--- src/rtl/clock_frame_replacement_assert.svh ---
// Assertion macros used by the clock frame replacement RTL.
`ifndef CLOCK_FRAME_REPLACEMENT_ASSERT_SVH
`define CLOCK_FRAME_REPLACEMENT_ASSERT_SVH
`ifndef ASSERT_OFF
// Property checked at every rising edge, disabled while reset is high.
`define CFR_ASSERT(label, clk, rst, prop, msg) \
   label: assert property (@(posedge clk) disable iff (rst) prop) else $error(msg);
// Property checked at every rising edge, reset included.
`define CFR_ASSERT_ALWAYS(label, clk, prop, msg) \
   label: assert property (@(posedge clk) prop) else $error(msg);
`else
`define CFR_ASSERT(label, clk, rst, prop, msg)
`define CFR_ASSERT_ALWAYS(label, clk, prop, msg)
`endif
`endif

--- src/rtl/cfr_pkg.sv ---
// Types, sizes and codes shared by the clock frame replacement block.
`default_nettype none
package cfr_pkg;
   localparam int ENTRIES = 64;
   localparam int IDX_W   = (ENTRIES > 1) ? $clog2(ENTRIES) : 1;
   localparam int CNT_W   = $clog2(ENTRIES + 1);
   localparam int FRAME_W = 20;
   localparam int PAGE_W  = 20;

   localparam logic [2:0] OP_ADD   = 3'd0;
   localparam logic [2:0] OP_FREE  = 3'd1;
   localparam logic [2:0] OP_TOUCH = 3'd2;
   localparam logic [2:0] OP_PIN   = 3'd3;
   localparam logic [2:0] OP_EVICT = 3'd4;

   localparam logic [1:0] ST_OK        = 2'd0;
   localparam logic [1:0] ST_NOT_FOUND = 2'd1;
   localparam logic [1:0] ST_FULL      = 2'd2;
   localparam logic [1:0] ST_NO_VICTIM = 2'd3;

   localparam logic [1:0] WB_NONE = 2'd0;
   localparam logic [1:0] WB_FILE = 2'd1;
   localparam logic [1:0] WB_SWAP = 2'd2;

   typedef struct packed {
      logic mmap;
      logic dirty;
      logic accessed;
      logic pinned;
   } mark_type;

   typedef struct packed {
      mark_type            mark;
      logic [PAGE_W-1:0]   page;
      logic [FRAME_W-1:0]  frame;
   } entry_type;

   localparam int ENTRY_W = $bits(entry_type);

   typedef enum logic [6:0] {
      S_IDLE = 7'b0000001,
      S_EXEC = 7'b0000010,
      S_RD   = 7'b0000100,
      S_CHK  = 7'b0001000,
      S_MVRD = 7'b0010000,
      S_MVWR = 7'b0100000,
      S_DONE = 7'b1000000
   } state_type;
endpackage
`default_nettype wire

--- src/rtl/clock_frame_replacement.sv ---
// Clock (second-chance) frame table: top level with its scan sequencer.
//
// One request channel (req_*) carries add, free, touch, set pin and evict
// transactions; one response channel (rsp_*) returns exactly one result per
// request, in order. Both use valid/ready.
// The table lives in one RAM with a registered read, so every entry the
// sequencer inspects passes through a read state and then a check state.
// Add writes the new entry at the end of the table. Free, touch and set
// pin scan from the head until the frame is found or the last entry is
// checked; free then closes the gap by moving each later entry down one
// place. Evict scans from the head for up to two passes and closes the gap
// behind the victim.
// A new request is taken only while the sequencer is idle, in the cycle
// after the previous result is loaded; a finished result waits in the output
// register while the next request is taken, and a stalled receiver holds
// the sequencer in its done state.
// Reset empties the table at once (the entry count goes to zero); the
// RAM contents are not cleared and entries at or above the count are never used.
`default_nettype none
`include "clock_frame_replacement_assert.svh"
module clock_frame_replacement (
   input  wire logic        clock,
   input  wire logic        reset,
   input  wire logic        req_valid,
   output logic             req_ready,
   input  wire logic [2:0]  req_op,
   input  wire logic [19:0] req_frame_number,
   input  wire logic [19:0] req_page_number,
   input  wire logic        req_is_mmap,
   input  wire logic        req_is_write,
   input  wire logic        req_pin_value,
   output logic             rsp_valid,
   input  wire logic        rsp_ready,
   output logic [1:0]       rsp_status,
   output logic [19:0]      rsp_victim_frame,
   output logic [19:0]      rsp_victim_page,
   output logic [1:0]       rsp_writeback_action
);
   localparam int IDX_W = cfr_pkg::IDX_W;
   localparam int CNT_W = cfr_pkg::CNT_W;

   cfr_pkg::state_type state_ff, state_in;

   logic [2:0]  op_ff, op_in;
   logic [19:0] frame_ff, frame_in;
   logic [19:0] page_ff, page_in;
   logic        mmap_ff, mmap_in;
   logic        write_ff, write_in;
   logic        pinv_ff, pinv_in;

   logic [IDX_W-1:0] ptr_ff, ptr_in;
   logic             pass_ff, pass_in;
   logic [CNT_W-1:0] cnt_ff, cnt_in;

   logic [1:0]  res_status_ff, res_status_in;
   logic [19:0] res_frame_ff, res_frame_in;
   logic [19:0] res_page_ff, res_page_in;
   logic [1:0]  res_act_ff, res_act_in;

   logic        rsp_valid_ff, rsp_valid_in;
   logic [1:0]  rsp_status_ff, rsp_status_in;
   logic [19:0] rsp_frame_ff, rsp_frame_in;
   logic [19:0] rsp_page_ff, rsp_page_in;
   logic [1:0]  rsp_act_ff, rsp_act_in;

   logic                 ram_we;
   logic [IDX_W-1:0]     ram_waddr;
   cfr_pkg::entry_type   ram_wdata;
   logic [IDX_W-1:0]     ram_raddr;
   cfr_pkg::entry_type   ram_rdata;

   logic [CNT_W-1:0] ptr_next;
   logic             ptr_last;
   logic             req_fire;

   cfr_ram #(
      .WIDTH (cfr_pkg::ENTRY_W),
      .DEPTH (cfr_pkg::ENTRIES)
   ) u_table (
      .clock   (clock),
      .wr_en   (ram_we),
      .wr_addr (ram_waddr),
      .wr_data (ram_wdata),
      .rd_addr (ram_raddr),
      .rd_data (ram_rdata)
   );

   assign req_ready = (state_ff == cfr_pkg::S_IDLE);
   assign req_fire  = req_valid && req_ready;
   assign ptr_next  = CNT_W'(ptr_ff) + CNT_W'(1);
   assign ptr_last  = (ptr_next == cnt_ff);

   always_comb begin
      state_in      = state_ff;
      op_in         = op_ff;
      frame_in      = frame_ff;
      page_in       = page_ff;
      mmap_in       = mmap_ff;
      write_in      = write_ff;
      pinv_in       = pinv_ff;
      ptr_in        = ptr_ff;
      pass_in       = pass_ff;
      cnt_in        = cnt_ff;
      res_status_in = res_status_ff;
      res_frame_in  = res_frame_ff;
      res_page_in   = res_page_ff;
      res_act_in    = res_act_ff;
      rsp_valid_in  = rsp_valid_ff && !rsp_ready;
      rsp_status_in = rsp_status_ff;
      rsp_frame_in  = rsp_frame_ff;
      rsp_page_in   = rsp_page_ff;
      rsp_act_in    = rsp_act_ff;
      ram_we        = 1'b0;
      ram_waddr     = ptr_ff;
      ram_wdata     = ram_rdata;
      ram_raddr     = ptr_ff;

      unique case (state_ff)
         cfr_pkg::S_IDLE: begin
            if (req_fire) begin
               op_in    = req_op;
               frame_in = req_frame_number;
               page_in  = req_page_number;
               mmap_in  = req_is_mmap;
               write_in = req_is_write;
               pinv_in  = req_pin_value;
               state_in = cfr_pkg::S_EXEC;
            end
         end
         cfr_pkg::S_EXEC: begin
            res_status_in = cfr_pkg::ST_OK;
            res_frame_in  = '0;
            res_page_in   = '0;
            res_act_in    = cfr_pkg::WB_NONE;
            ptr_in        = '0;
            pass_in       = 1'b0;
            state_in      = cfr_pkg::S_DONE;
            if (op_ff == cfr_pkg::OP_ADD) begin
               if (cnt_ff >= CNT_W'(cfr_pkg::ENTRIES)) begin
                  res_status_in = cfr_pkg::ST_FULL;
               end else begin
                  ram_we                   = 1'b1;
                  ram_waddr                = IDX_W'(cnt_ff);
                  ram_wdata.frame          = frame_ff;
                  ram_wdata.page           = page_ff;
                  ram_wdata.mark           = '0;
                  ram_wdata.mark.mmap      = mmap_ff;
                  cnt_in                   = cnt_ff + CNT_W'(1);
               end
            end else if (op_ff == cfr_pkg::OP_FREE || op_ff == cfr_pkg::OP_TOUCH ||
                         op_ff == cfr_pkg::OP_PIN) begin
               if (cnt_ff == '0) begin
                  res_status_in = cfr_pkg::ST_NOT_FOUND;
               end else begin
                  state_in = cfr_pkg::S_RD;
               end
            end else if (op_ff == cfr_pkg::OP_EVICT) begin
               if (cnt_ff == '0) begin
                  res_status_in = cfr_pkg::ST_NO_VICTIM;
               end else begin
                  state_in = cfr_pkg::S_RD;
               end
            end
         end
         cfr_pkg::S_RD: begin
            ram_raddr = ptr_ff;
            state_in  = cfr_pkg::S_CHK;
         end
         cfr_pkg::S_CHK: begin
            state_in = cfr_pkg::S_RD;
            if (op_ff == cfr_pkg::OP_EVICT) begin
               if (!ram_rdata.mark.pinned && !ram_rdata.mark.accessed) begin
                  res_frame_in = ram_rdata.frame;
                  res_page_in  = ram_rdata.page;
                  if (ram_rdata.mark.dirty) begin
                     res_act_in = ram_rdata.mark.mmap ? cfr_pkg::WB_FILE : cfr_pkg::WB_SWAP;
                  end
                  state_in = cfr_pkg::S_MVRD;
               end else begin
                  // Second chance: an unpinned entry loses its accessed mark.
                  if (!ram_rdata.mark.pinned) begin
                     ram_we                  = 1'b1;
                     ram_wdata.mark.accessed = 1'b0;
                  end
                  if (ptr_last) begin
                     if (pass_ff) begin
                        res_status_in = cfr_pkg::ST_NO_VICTIM;
                        state_in      = cfr_pkg::S_DONE;
                     end else begin
                        ptr_in  = '0;
                        pass_in = 1'b1;
                     end
                  end else begin
                     ptr_in = IDX_W'(ptr_next);
                  end
               end
            end else if (ram_rdata.frame == frame_ff) begin
               if (op_ff == cfr_pkg::OP_FREE) begin
                  state_in = cfr_pkg::S_MVRD;
               end else begin
                  ram_we = 1'b1;
                  if (op_ff == cfr_pkg::OP_TOUCH) begin
                     ram_wdata.mark.accessed = 1'b1;
                     ram_wdata.mark.dirty    = ram_rdata.mark.dirty | write_ff;
                  end else begin
                     ram_wdata.mark.pinned = pinv_ff;
                  end
                  state_in = cfr_pkg::S_DONE;
               end
            end else if (ptr_last) begin
               res_status_in = cfr_pkg::ST_NOT_FOUND;
               state_in      = cfr_pkg::S_DONE;
            end else begin
               ptr_in = IDX_W'(ptr_next);
            end
         end
         cfr_pkg::S_MVRD: begin
            // Close the gap: entry ptr+1 moves down to ptr.
            if (ptr_next >= cnt_ff) begin
               cnt_in   = cnt_ff - CNT_W'(1);
               state_in = cfr_pkg::S_DONE;
            end else begin
               ram_raddr = IDX_W'(ptr_next);
               state_in  = cfr_pkg::S_MVWR;
            end
         end
         cfr_pkg::S_MVWR: begin
            ram_we    = 1'b1;
            ram_waddr = ptr_ff;
            ram_wdata = ram_rdata;
            ptr_in    = IDX_W'(ptr_next);
            state_in  = cfr_pkg::S_MVRD;
         end
         cfr_pkg::S_DONE: begin
            if (!rsp_valid_ff || rsp_ready) begin
               rsp_valid_in  = 1'b1;
               rsp_status_in = res_status_ff;
               rsp_frame_in  = res_frame_ff;
               rsp_page_in   = res_page_ff;
               rsp_act_in    = res_act_ff;
               state_in      = cfr_pkg::S_IDLE;
            end
         end
         default: begin
            state_in = cfr_pkg::S_IDLE;
         end
      endcase
   end

   always_ff @(posedge clock) begin
      if (reset) begin
         state_ff     <= cfr_pkg::S_IDLE;
         cnt_ff       <= '0;
         rsp_valid_ff <= 1'b0;
      end else begin
         state_ff     <= state_in;
         cnt_ff       <= cnt_in;
         rsp_valid_ff <= rsp_valid_in;
      end
   end

   always_ff @(posedge clock) begin
      op_ff         <= op_in;
      frame_ff      <= frame_in;
      page_ff       <= page_in;
      mmap_ff       <= mmap_in;
      write_ff      <= write_in;
      pinv_ff       <= pinv_in;
      ptr_ff        <= ptr_in;
      pass_ff       <= pass_in;
      res_status_ff <= res_status_in;
      res_frame_ff  <= res_frame_in;
      res_page_ff   <= res_page_in;
      res_act_ff    <= res_act_in;
      rsp_status_ff <= rsp_status_in;
      rsp_frame_ff  <= rsp_frame_in;
      rsp_page_ff   <= rsp_page_in;
      rsp_act_ff    <= rsp_act_in;
   end

   assign rsp_valid            = rsp_valid_ff;
   assign rsp_status           = rsp_status_ff;
   assign rsp_victim_frame     = rsp_frame_ff;
   assign rsp_victim_page      = rsp_page_ff;
   assign rsp_writeback_action = rsp_act_ff;

   // An accepted transaction always starts execution on the next cycle.
   `CFR_ASSERT(a_fire_starts, clock, reset, req_fire |=> (state_ff == cfr_pkg::S_EXEC), "request not started")
   // The scan pointer stays inside the resident part of the table while checking.
   `CFR_ASSERT(a_chk_in_range, clock, reset, (state_ff == cfr_pkg::S_CHK) |-> (CNT_W'(ptr_ff) < cnt_ff), "scan pointer past entry count")
   // Finishing a gap close removes exactly one entry.
   `CFR_ASSERT(a_remove_one, clock, reset, ((state_ff == cfr_pkg::S_MVRD) && (ptr_next >= cnt_ff)) |=> (cnt_ff == $past(cnt_ff) - CNT_W'(1)), "removal did not drop count by one")
   // The entry count never exceeds the table size.
   `CFR_ASSERT(a_cnt_bound, clock, reset, cnt_ff <= CNT_W'(cfr_pkg::ENTRIES), "entry count overflow")
endmodule
`default_nettype wire

--- src/rtl/cfr_ram.sv ---
// Generic single write port, single read port RAM with registered read data.
`default_nettype none
module cfr_ram #(
   parameter int WIDTH = 8,
   parameter int DEPTH = 16
) (
   input  wire logic                               clock,
   input  wire logic                               wr_en,
   input  wire logic [((DEPTH > 1) ? $clog2(DEPTH) : 1)-1:0] wr_addr,
   input  wire logic [WIDTH-1:0]                   wr_data,
   input  wire logic [((DEPTH > 1) ? $clog2(DEPTH) : 1)-1:0] rd_addr,
   output logic      [WIDTH-1:0]                   rd_data
);
   logic [WIDTH-1:0] mem_ff [DEPTH];

   always_ff @(posedge clock) begin
      if (wr_en) begin
         mem_ff[wr_addr] <= wr_data;
      end
      rd_data <= mem_ff[rd_addr];
   end
endmodule
`default_nettype wire

--- config.mk ---
export PLATFORM = sky130hd
export DESIGN_NAME = clock_frame_replacement
export DESIGN_NICKNAME = d
export VERILOG_FILES = /design/src/rtl/cfr_pkg.sv /design/src/rtl/clock_frame_replacement.sv /design/src/rtl/cfr_ram.sv
export VERILOG_INCLUDE_DIRS = /design/src /design/src/rtl
export SDC_FILE = /design/constraint.sdc
export NUM_CORES = 2
export LEC_CHECK = 0
export CAP_MARGIN = 30
export CORE_MARGIN = 5
export CORE_UTILIZATION = 63
export DETAILED_ROUTE_END_ITERATION = 8
export DONT_BUFFER_PORTS = 1
export PLACE_DENSITY_LB_ADDON = 0.12
export SLEW_MARGIN = 10
export SYNTH_ARGS = -nofsm -noshare
export SYNTH_HDL_FRONTEND = slang
export SYNTH_HIERARCHICAL = 1
export SYNTH_SLANG_ARGS = --single-unit
export TNS_END_PERCENT = 1
--- constraint.sdc ---
create_clock -name clock -period 5.4 [get_ports clock]
set_input_delay 1.08 -clock clock [delete_from_list [all_inputs] [get_ports clock]]
set_output_delay 1.08 -clock clock [all_outputs]
set_load 0.02 [all_outputs]
# After elaboration in Yosys (flattened, before gate mapping)
# Memories as Yosys holds them, arrays and structs flattened. A register that Yosys moved wholly into a read port is not among the register bits.
# Index checks and enable logic that the tools add are counted.
classes:
  bitwise_logic: 1
  eq_ne: 28
  magnitude_cmp: 2
  reduce_logical: 24
  n_mul: 0
  n_div: 0
  mux: 85
  shift: 0
  add_sub_neg: 3
ops:
  columns: ["cell", "n"]
  rows:
  - ["$mux W7", 17]
  - ["$mux W44", 2]
  - ["$mux W20", 4]
  - ["$pmux W20 S2", 2]
  - ["$mux W6", 11]
  - ["$pmux W7 S7", 1]
  - ["$mux W40", 1]
  - ["$mux W2", 16]
  - ["$mux W1", 22]
  - ["$eq A20 B20 Y1", 1]
  - ["$pmux W6 S3", 1]
  - ["$ne A2 B2 Y1 const B", 8]
  - ["$ne A3 B3 Y1 const B", 5]
  - ["$pmux W7 S2", 1]
  - ["$reduce_and A4 Y1", 3]
  - ["$reduce_and A5 Y1", 2]
  - ["$pmux W2 S2", 2]
  - ["$add A6 B1 Y7 const B", 1]
  - ["$add A7 B1 Y7 const B", 1]
  - ["$eq A7 B1 Y1 const B", 1]
  - ["$eq A7 B2 Y1 const B", 1]
  - ["$eq A7 B3 Y1 const B", 1]
  - ["$eq A7 B4 Y1 const B", 1]
  - ["$eq A7 B5 Y1 const B", 1]
  - ["other kinds (24)", 37]
totals:
  latchBits: 0
  rom_bits: 0
  mem_bits_rw: 2816
  wordCells: 163
  out_inout_bits: 46
  mem_count: 1
  ff_bits: 156
  input_bits: 50
mem_list:
  columns: ["memory", "words", "width", "rd", "rd_ports_with_merged_regs", "write_ports", "line", "source"]
  rows:
  - ["u_table.mem_ff", 64, 44, 1, 1, 1, "cfr_ram.sv:14", "logic [WIDTH-1:0] mem_ff [DEPTH];"]

# Logic depth before layout (Yosys ltp)
logic_depth:
  depth_word: 7
  mapped_depth: 22
  ltp_nobuf: 16

# Hierarchy
# The synthesis kept the hierarchy.
by_module_without_submodules:
  columns: ["mod", "seq_area_each_um2", "instances", "cells_per_inst", "area_each_um2"]
  rows:
  - ["cfr_ram", 85441.9, 1, 4579, 107538.1]
  - ["clock_frame_replacement", 4534.3, 1, 488, 6871.6]

# Worst setup path before layout
# Ideal clock, no wire load.
synth_timing:
  kind: "register -> register"
  startpoint: "reg op_ff[1]"
  endpoint: "mem u_table/mem_ff[28][0] (netlist bit) (enable)"
  path_slack_ps: 506
  setup_ps: 446
  stages_incl_launch_ff: 11
  path_buffers: 4
  arrival_ps: 4448
  synth_period_minus_slack_ps: 4894
  t_required_ps: 4954
  cell_sequence: "edfxtp_1 > nor4_1 > nand4_1 > buf_2 > clkbuf_1 > o21ai_0 > clkbuf_1 > or3b_2 > or2_2 > clkbuf_1 > nor2_1"
synth_between:
  word_cells_on_any_way: 12
  classes_between: "2 x eq/ne; 9 x mux; 1 x reduce/logical"
synth_lines:
  columns: ["item", "line", "source"]
  rows:
  - ["from (decl)", "clock_frame_replacement.sv:44", "logic [2:0] op_ff, op_in;"]
  - ["from (signal assigned)", "clock_frame_replacement.sv:263", "op_ff <= op_in;"]
  - ["$logic_not A3 Y1", "clock_frame_replacement.sv:138", "if (op_ff == cfr_pkg::OP_ADD) begin"]
  - ["$mux W6", "clock_frame_replacement.sv:138", null]
  - ["$mux W6", "clock_frame_replacement.sv:118", "unique case (state_ff)"]
  - ["named net ram_waddr[2]", "clock_frame_replacement.sv:67", "logic [IDX_W-1:0] ram_waddr;"]
  - ["to (decl)", "cfr_ram.sv:14", null]
# The timed path passes the listed nets, and every way through them passes these cells.

# Worst setup path in the final report
layout_timing:
  startpoint: "reg ptr_ff[1]"
  endpoint: "reg u_table.rd_data[1] (read register of u_table.mem_ff)"
layout_between:
  elab_chain_len: 4
layout_lines:
  columns: ["item", "line", "source"]
  rows:
  - ["from (decl)", "clock_frame_replacement.sv:51", "logic [IDX_W-1:0] ptr_ff, ptr_in;"]
  - ["from (signal assigned)", "clock_frame_replacement.sv:269", "ptr_ff <= ptr_in;"]
  - ["$add A6 B1 Y7 *", "clock_frame_replacement.sv:90", "assign ptr_next = CNT_W'(ptr_ff) + CNT_W'(1);"]
  - ["$ge A7 B7 Y1", "clock_frame_replacement.sv:219", "if (ptr_next >= cnt_ff) begin"]
  - ["$mux W6 *", "clock_frame_replacement.sv:219", null]
  - ["$mux W6 *", "clock_frame_replacement.sv:118", null]
  - ["named net ram_raddr[3]", "clock_frame_replacement.sv:69", "logic [IDX_W-1:0] ram_raddr;"]
  - ["to (decl)", "cfr_ram.sv:12", "output logic [WIDTH-1:0] rd_data"]
# Mark *: on every way through the listed nets, which the timed path passes. The rest lies on a longest branch.
# A chain may end at the register's enable or synchronous reset.

==> summary.txt <==
Outcome
  • Status: completed

Clocking
  • Setup Fix Bufs, Post-CTS: 0
  • CTS buffer count: 308
  • Clock buffer depth: 4
  • # hold bufs at CTS: 0
  • Post-CTS sizing: 1
  • H-tree depth: 5
  • Clock Pin Slew Worst Setup and Hold Paths: 0.06 ns
  • Sink Count: 3,016
  • Worst skew pair latency: 0.93 ns
  • Clk root buf: clkbuf_16
  • CTS tree: built

Yosys
  • Number of synthesized flops with an enable pin: 2,957
  • FFs w/ async S/R, synth: 0%
  • Synth Area in Simple Gates: 1.715%
  • Syn nets: 5,131
  • Leading area contributor after synthesis: edfxtp_1
  • Count leader, synth: edfxtp_1
  • Netlist Area Pre-Place: 114,400 sq um
  • Synth Flop Type: edfxtp_1
  • Largest family of logic cells by synthesized area: multiplexers
  • #FFs+latches synth: 3,016
  • Multiplexer share of the synthesized area: 14.76%
  • Yosys cell types: 62
  • Syn Area/Cell: 22.58 sq um
  • Top post-synthesis cells by area: edfxtp_1, mux4_2, dfxtp_1
  • Synth Area in Compound Gates: 3.081%
  • XOR/XNOR Fraction of Synth Area: 0.2832%
  • Adder-cell share of the synthesized area: 0.1597%
  • Synth warnings: 6
  • Post-Syn Instances: 5,067
  • Sequential area share after synthesis: 78.64%
  • Top cell type's share of synthesized area: 77.61%
  • Post-synth top cells: edfxtp_1, mux4_2, nor2_1, clkbuf_1, o22ai_1

Route
  • Routed wire length: 291,800 um
  • Routed via count: 56,290
  • Routed vias/inst: 7.041
  • Initial drt markers: 7,746
  • Drt drc: 0
  • Detail Route Antenna Nets: 0
  • WL/cell: 36.50 um
  • Number of iterations in the first detailed-routing pass: 6

Worst setup path
  • Crit path buf inv count: 2
  • Crit-path max FO: 51
  • Slowest CP cell: a221oi_1
  • R2R setup slack: 0.26 ns
  • Worst EP required: 6.15 ns
  • CP endpoint kind: flip-flop
  • Reg-to-reg startpoint: ptr_ff[1]$_DFFE_PP_
  • Cell family with most CP delay: compound AO/OA/AOI/OAI gates
  • Critical path origin: ptr_ff[1]$_DFFE_PP_
  • RR Endpoint: u_table/rd_data[1]$_DFF_P_
  • Cell Chain, Critical Path: ha_1 > nand3_1 > xnor2_1 > ha_1 > a21oi_1 > o21ai_0 > a21oi_4 > and2_1 > nand2b_1 > xnor2_4 > buf_4 > and2_4 > buf_12 > a221oi_1 > a221oi_1
  • Type of the worst setup path: flip-flop to flip-flop
  • CP max stage delay: 0.68 ns
  • R2R depth: 15
  • Critical Path AT: 5.89 ns
  • CP startpoint kind: flip-flop

Flow run
  • Max cap viols: 0

STA
  • Fin crit share: 95.12%
  • Max Clk Rate: 194.7 MHz
  • Hold slack: 0.2202 ns
  • Setup Viol. Count Final: 0
  • RSZ-0062 raised after global routing: false
  • Pins over their slew limit: 0
  • Slew @ Worst Pin: 1.120 ns
  • Final worst slack: 0.2636 ns
  • Slew HR: 24.66%
  • Final hold vios: 0
  • Clk_skew: 0.05209 ns
  • TNS Setup: 0 ns
  • Min Tclk post-route: 5.136 ns

GRT
  • Initial antenna violation count: 4
  • First-pass GRT wire length: 415,300 um
  • Vias in the first global route: 56,080
  • Largest net degree at the start of global routing: 71
  • Total global routing overflow: 0
  • Gr usage total: 30.96%

Pwr
  • Max IR drop VDD: 293.1 uV
  • Cell area power density: 362.8 nW/um^2
  • Leak: 40.76 nW

Cells and area
  • Final core utilization: 71.68%
  • Share of cells above drive strength 1: 28.00%
  • Layout area overhead: 13.24%
  • Final net count: 5,472
  • # fillers: 10,180

Floorplanning
  • Area of the core: 180,700 sq um
  • Die H: 436.2 um
  • Io pins: 96
  • Row Count: 156
  • Starting Density: 63.30%
  • Chip Width: 436.2 um
  • Die Footprint: 190,200 sq um

Place
  • DPL Wire Length: 162,000 um
  • Pre-CTS WS: -0.06911 ns
  • Port bufs: 0
  • Final GP Congestion: 0.8797

Min path
  • Hold Path Origin: reset
  • Hold Path Class: input pin to flip-flop
  • Cells on Worst Hold Path: 1
  • Hold EP: state_ff[1]$_SDFFE_PP0P_
[registers in the layout, indices dropped and copies added, names as in the netlist]
name / cells
write_ff: 1
res_page_ff: 20
u_table/rd_data: 44
op_ff: 3
state_ff: 7
res_status_ff: 2
res_act_ff: 2
pinv_ff: 1
mmap_ff: 1
pass_ff: 1
frame_ff: 20
res_frame_ff: 20
page_ff: 20
rsp_writeback_action: 2
cnt_ff: 7
ptr_ff: 6
rsp_valid: 1
rsp_victim_frame: 20
rsp_victim_page: 20
rsp_status: 2
u_table/mem_ff: 2816
[through the flow]
stage | cells | power [mW] | area [sq um]
after floorplan | 5067 | 26.89 | 114400
after global placement | 7436 | 27.33 | 119500
after detailed placement | 7460 | 27.39 | 120000
after CTS | 7986 | 47.24 | 129400
after global routing | 7995 | 48.33 | 129600
final | 7995 | 47.01 | 129600
[cells by family after synthesis]
logic type	after synthesis
AOI/OAI and AO/OA	490
xor gates and xnor gates	37
adders and majority gates	14
buffers and inverters	294
DFF	3016
muxes	817
and+or+nand+nor	399
[metal layers]
layer	global-route usage (%)	wire length (um)	vias up
met3	4.905	28590	631
met4	12.91	14480	0
li1	-	-	22250
met2	49.35	141700	3476
met5	0	0	-
met1	43.91	107000	29930
[cell usage in the layout (no fill, tap or decap), types with 59 or more instances in the layout]
cell type     n
a21oi_1      82
mux2_2       70
nand2_1      65
buf_4       201
o22ai_1     112
mux4_2      688
nor2_4       66
clkbuf_16   313
nor2_1       93
a22oi_1      62
clkbuf_1     72
dfxtp_1      59
edfxtp_1   2957
a221oi_1     75
buf_12      104
[worst max-delay path by stage]
stage	to	slack, ns	depth (start not counted)
2_1_floorplan	u_table/mem_ff[28][0]$_DFFE_PP_	0.51	10
3_3_place_gp	u_table/rd_data[39]$_DFF_P_	-0.11	16
3_5_place_dp	u_table/rd_data[39]$_DFF_P_	-0.07	15
4_1_cts	u_table/rd_data[2]$_DFF_P_	0.004	15
5_1_grt	u_table/rd_data[40]$_DFF_P_	0.007	16
6_report	u_table/rd_data[1]$_DFF_P_	0.26	15
[area by class of cell]
type | count | area (sq um) | share of cell area, %
Clock buffer | 397 | 8268 | 6.382
Multi-Input combinational cell | 1757 | 23530 | 18.16
Clock inverter | 129 | 1115 | 0.8605
Inverter | 17 | 63.81 | 0.04925
Antenna cell | 1 | 2.502 | 0.001932
Sequential cell | 3016 | 89980 | 69.45
Timing Repair Buffer | 308 | 3635 | 2.806
Tap cell | 2370 | 2965 | 2.289
[report_power, final]
| group | internal [mW] | switching (mW) | leakage (nW) |
|---|---|---|---|
| combinational | 0.390 | 0.753 | 9.12 |
| clock | 11.7 | 8.40 | 4.58 |
| sequential | 25.7 | 0.0691 | 27.1 |
| total | 37.8 | 9.22 | 40.8 |
Note: power is estimated with default switching activity, not from simulation.
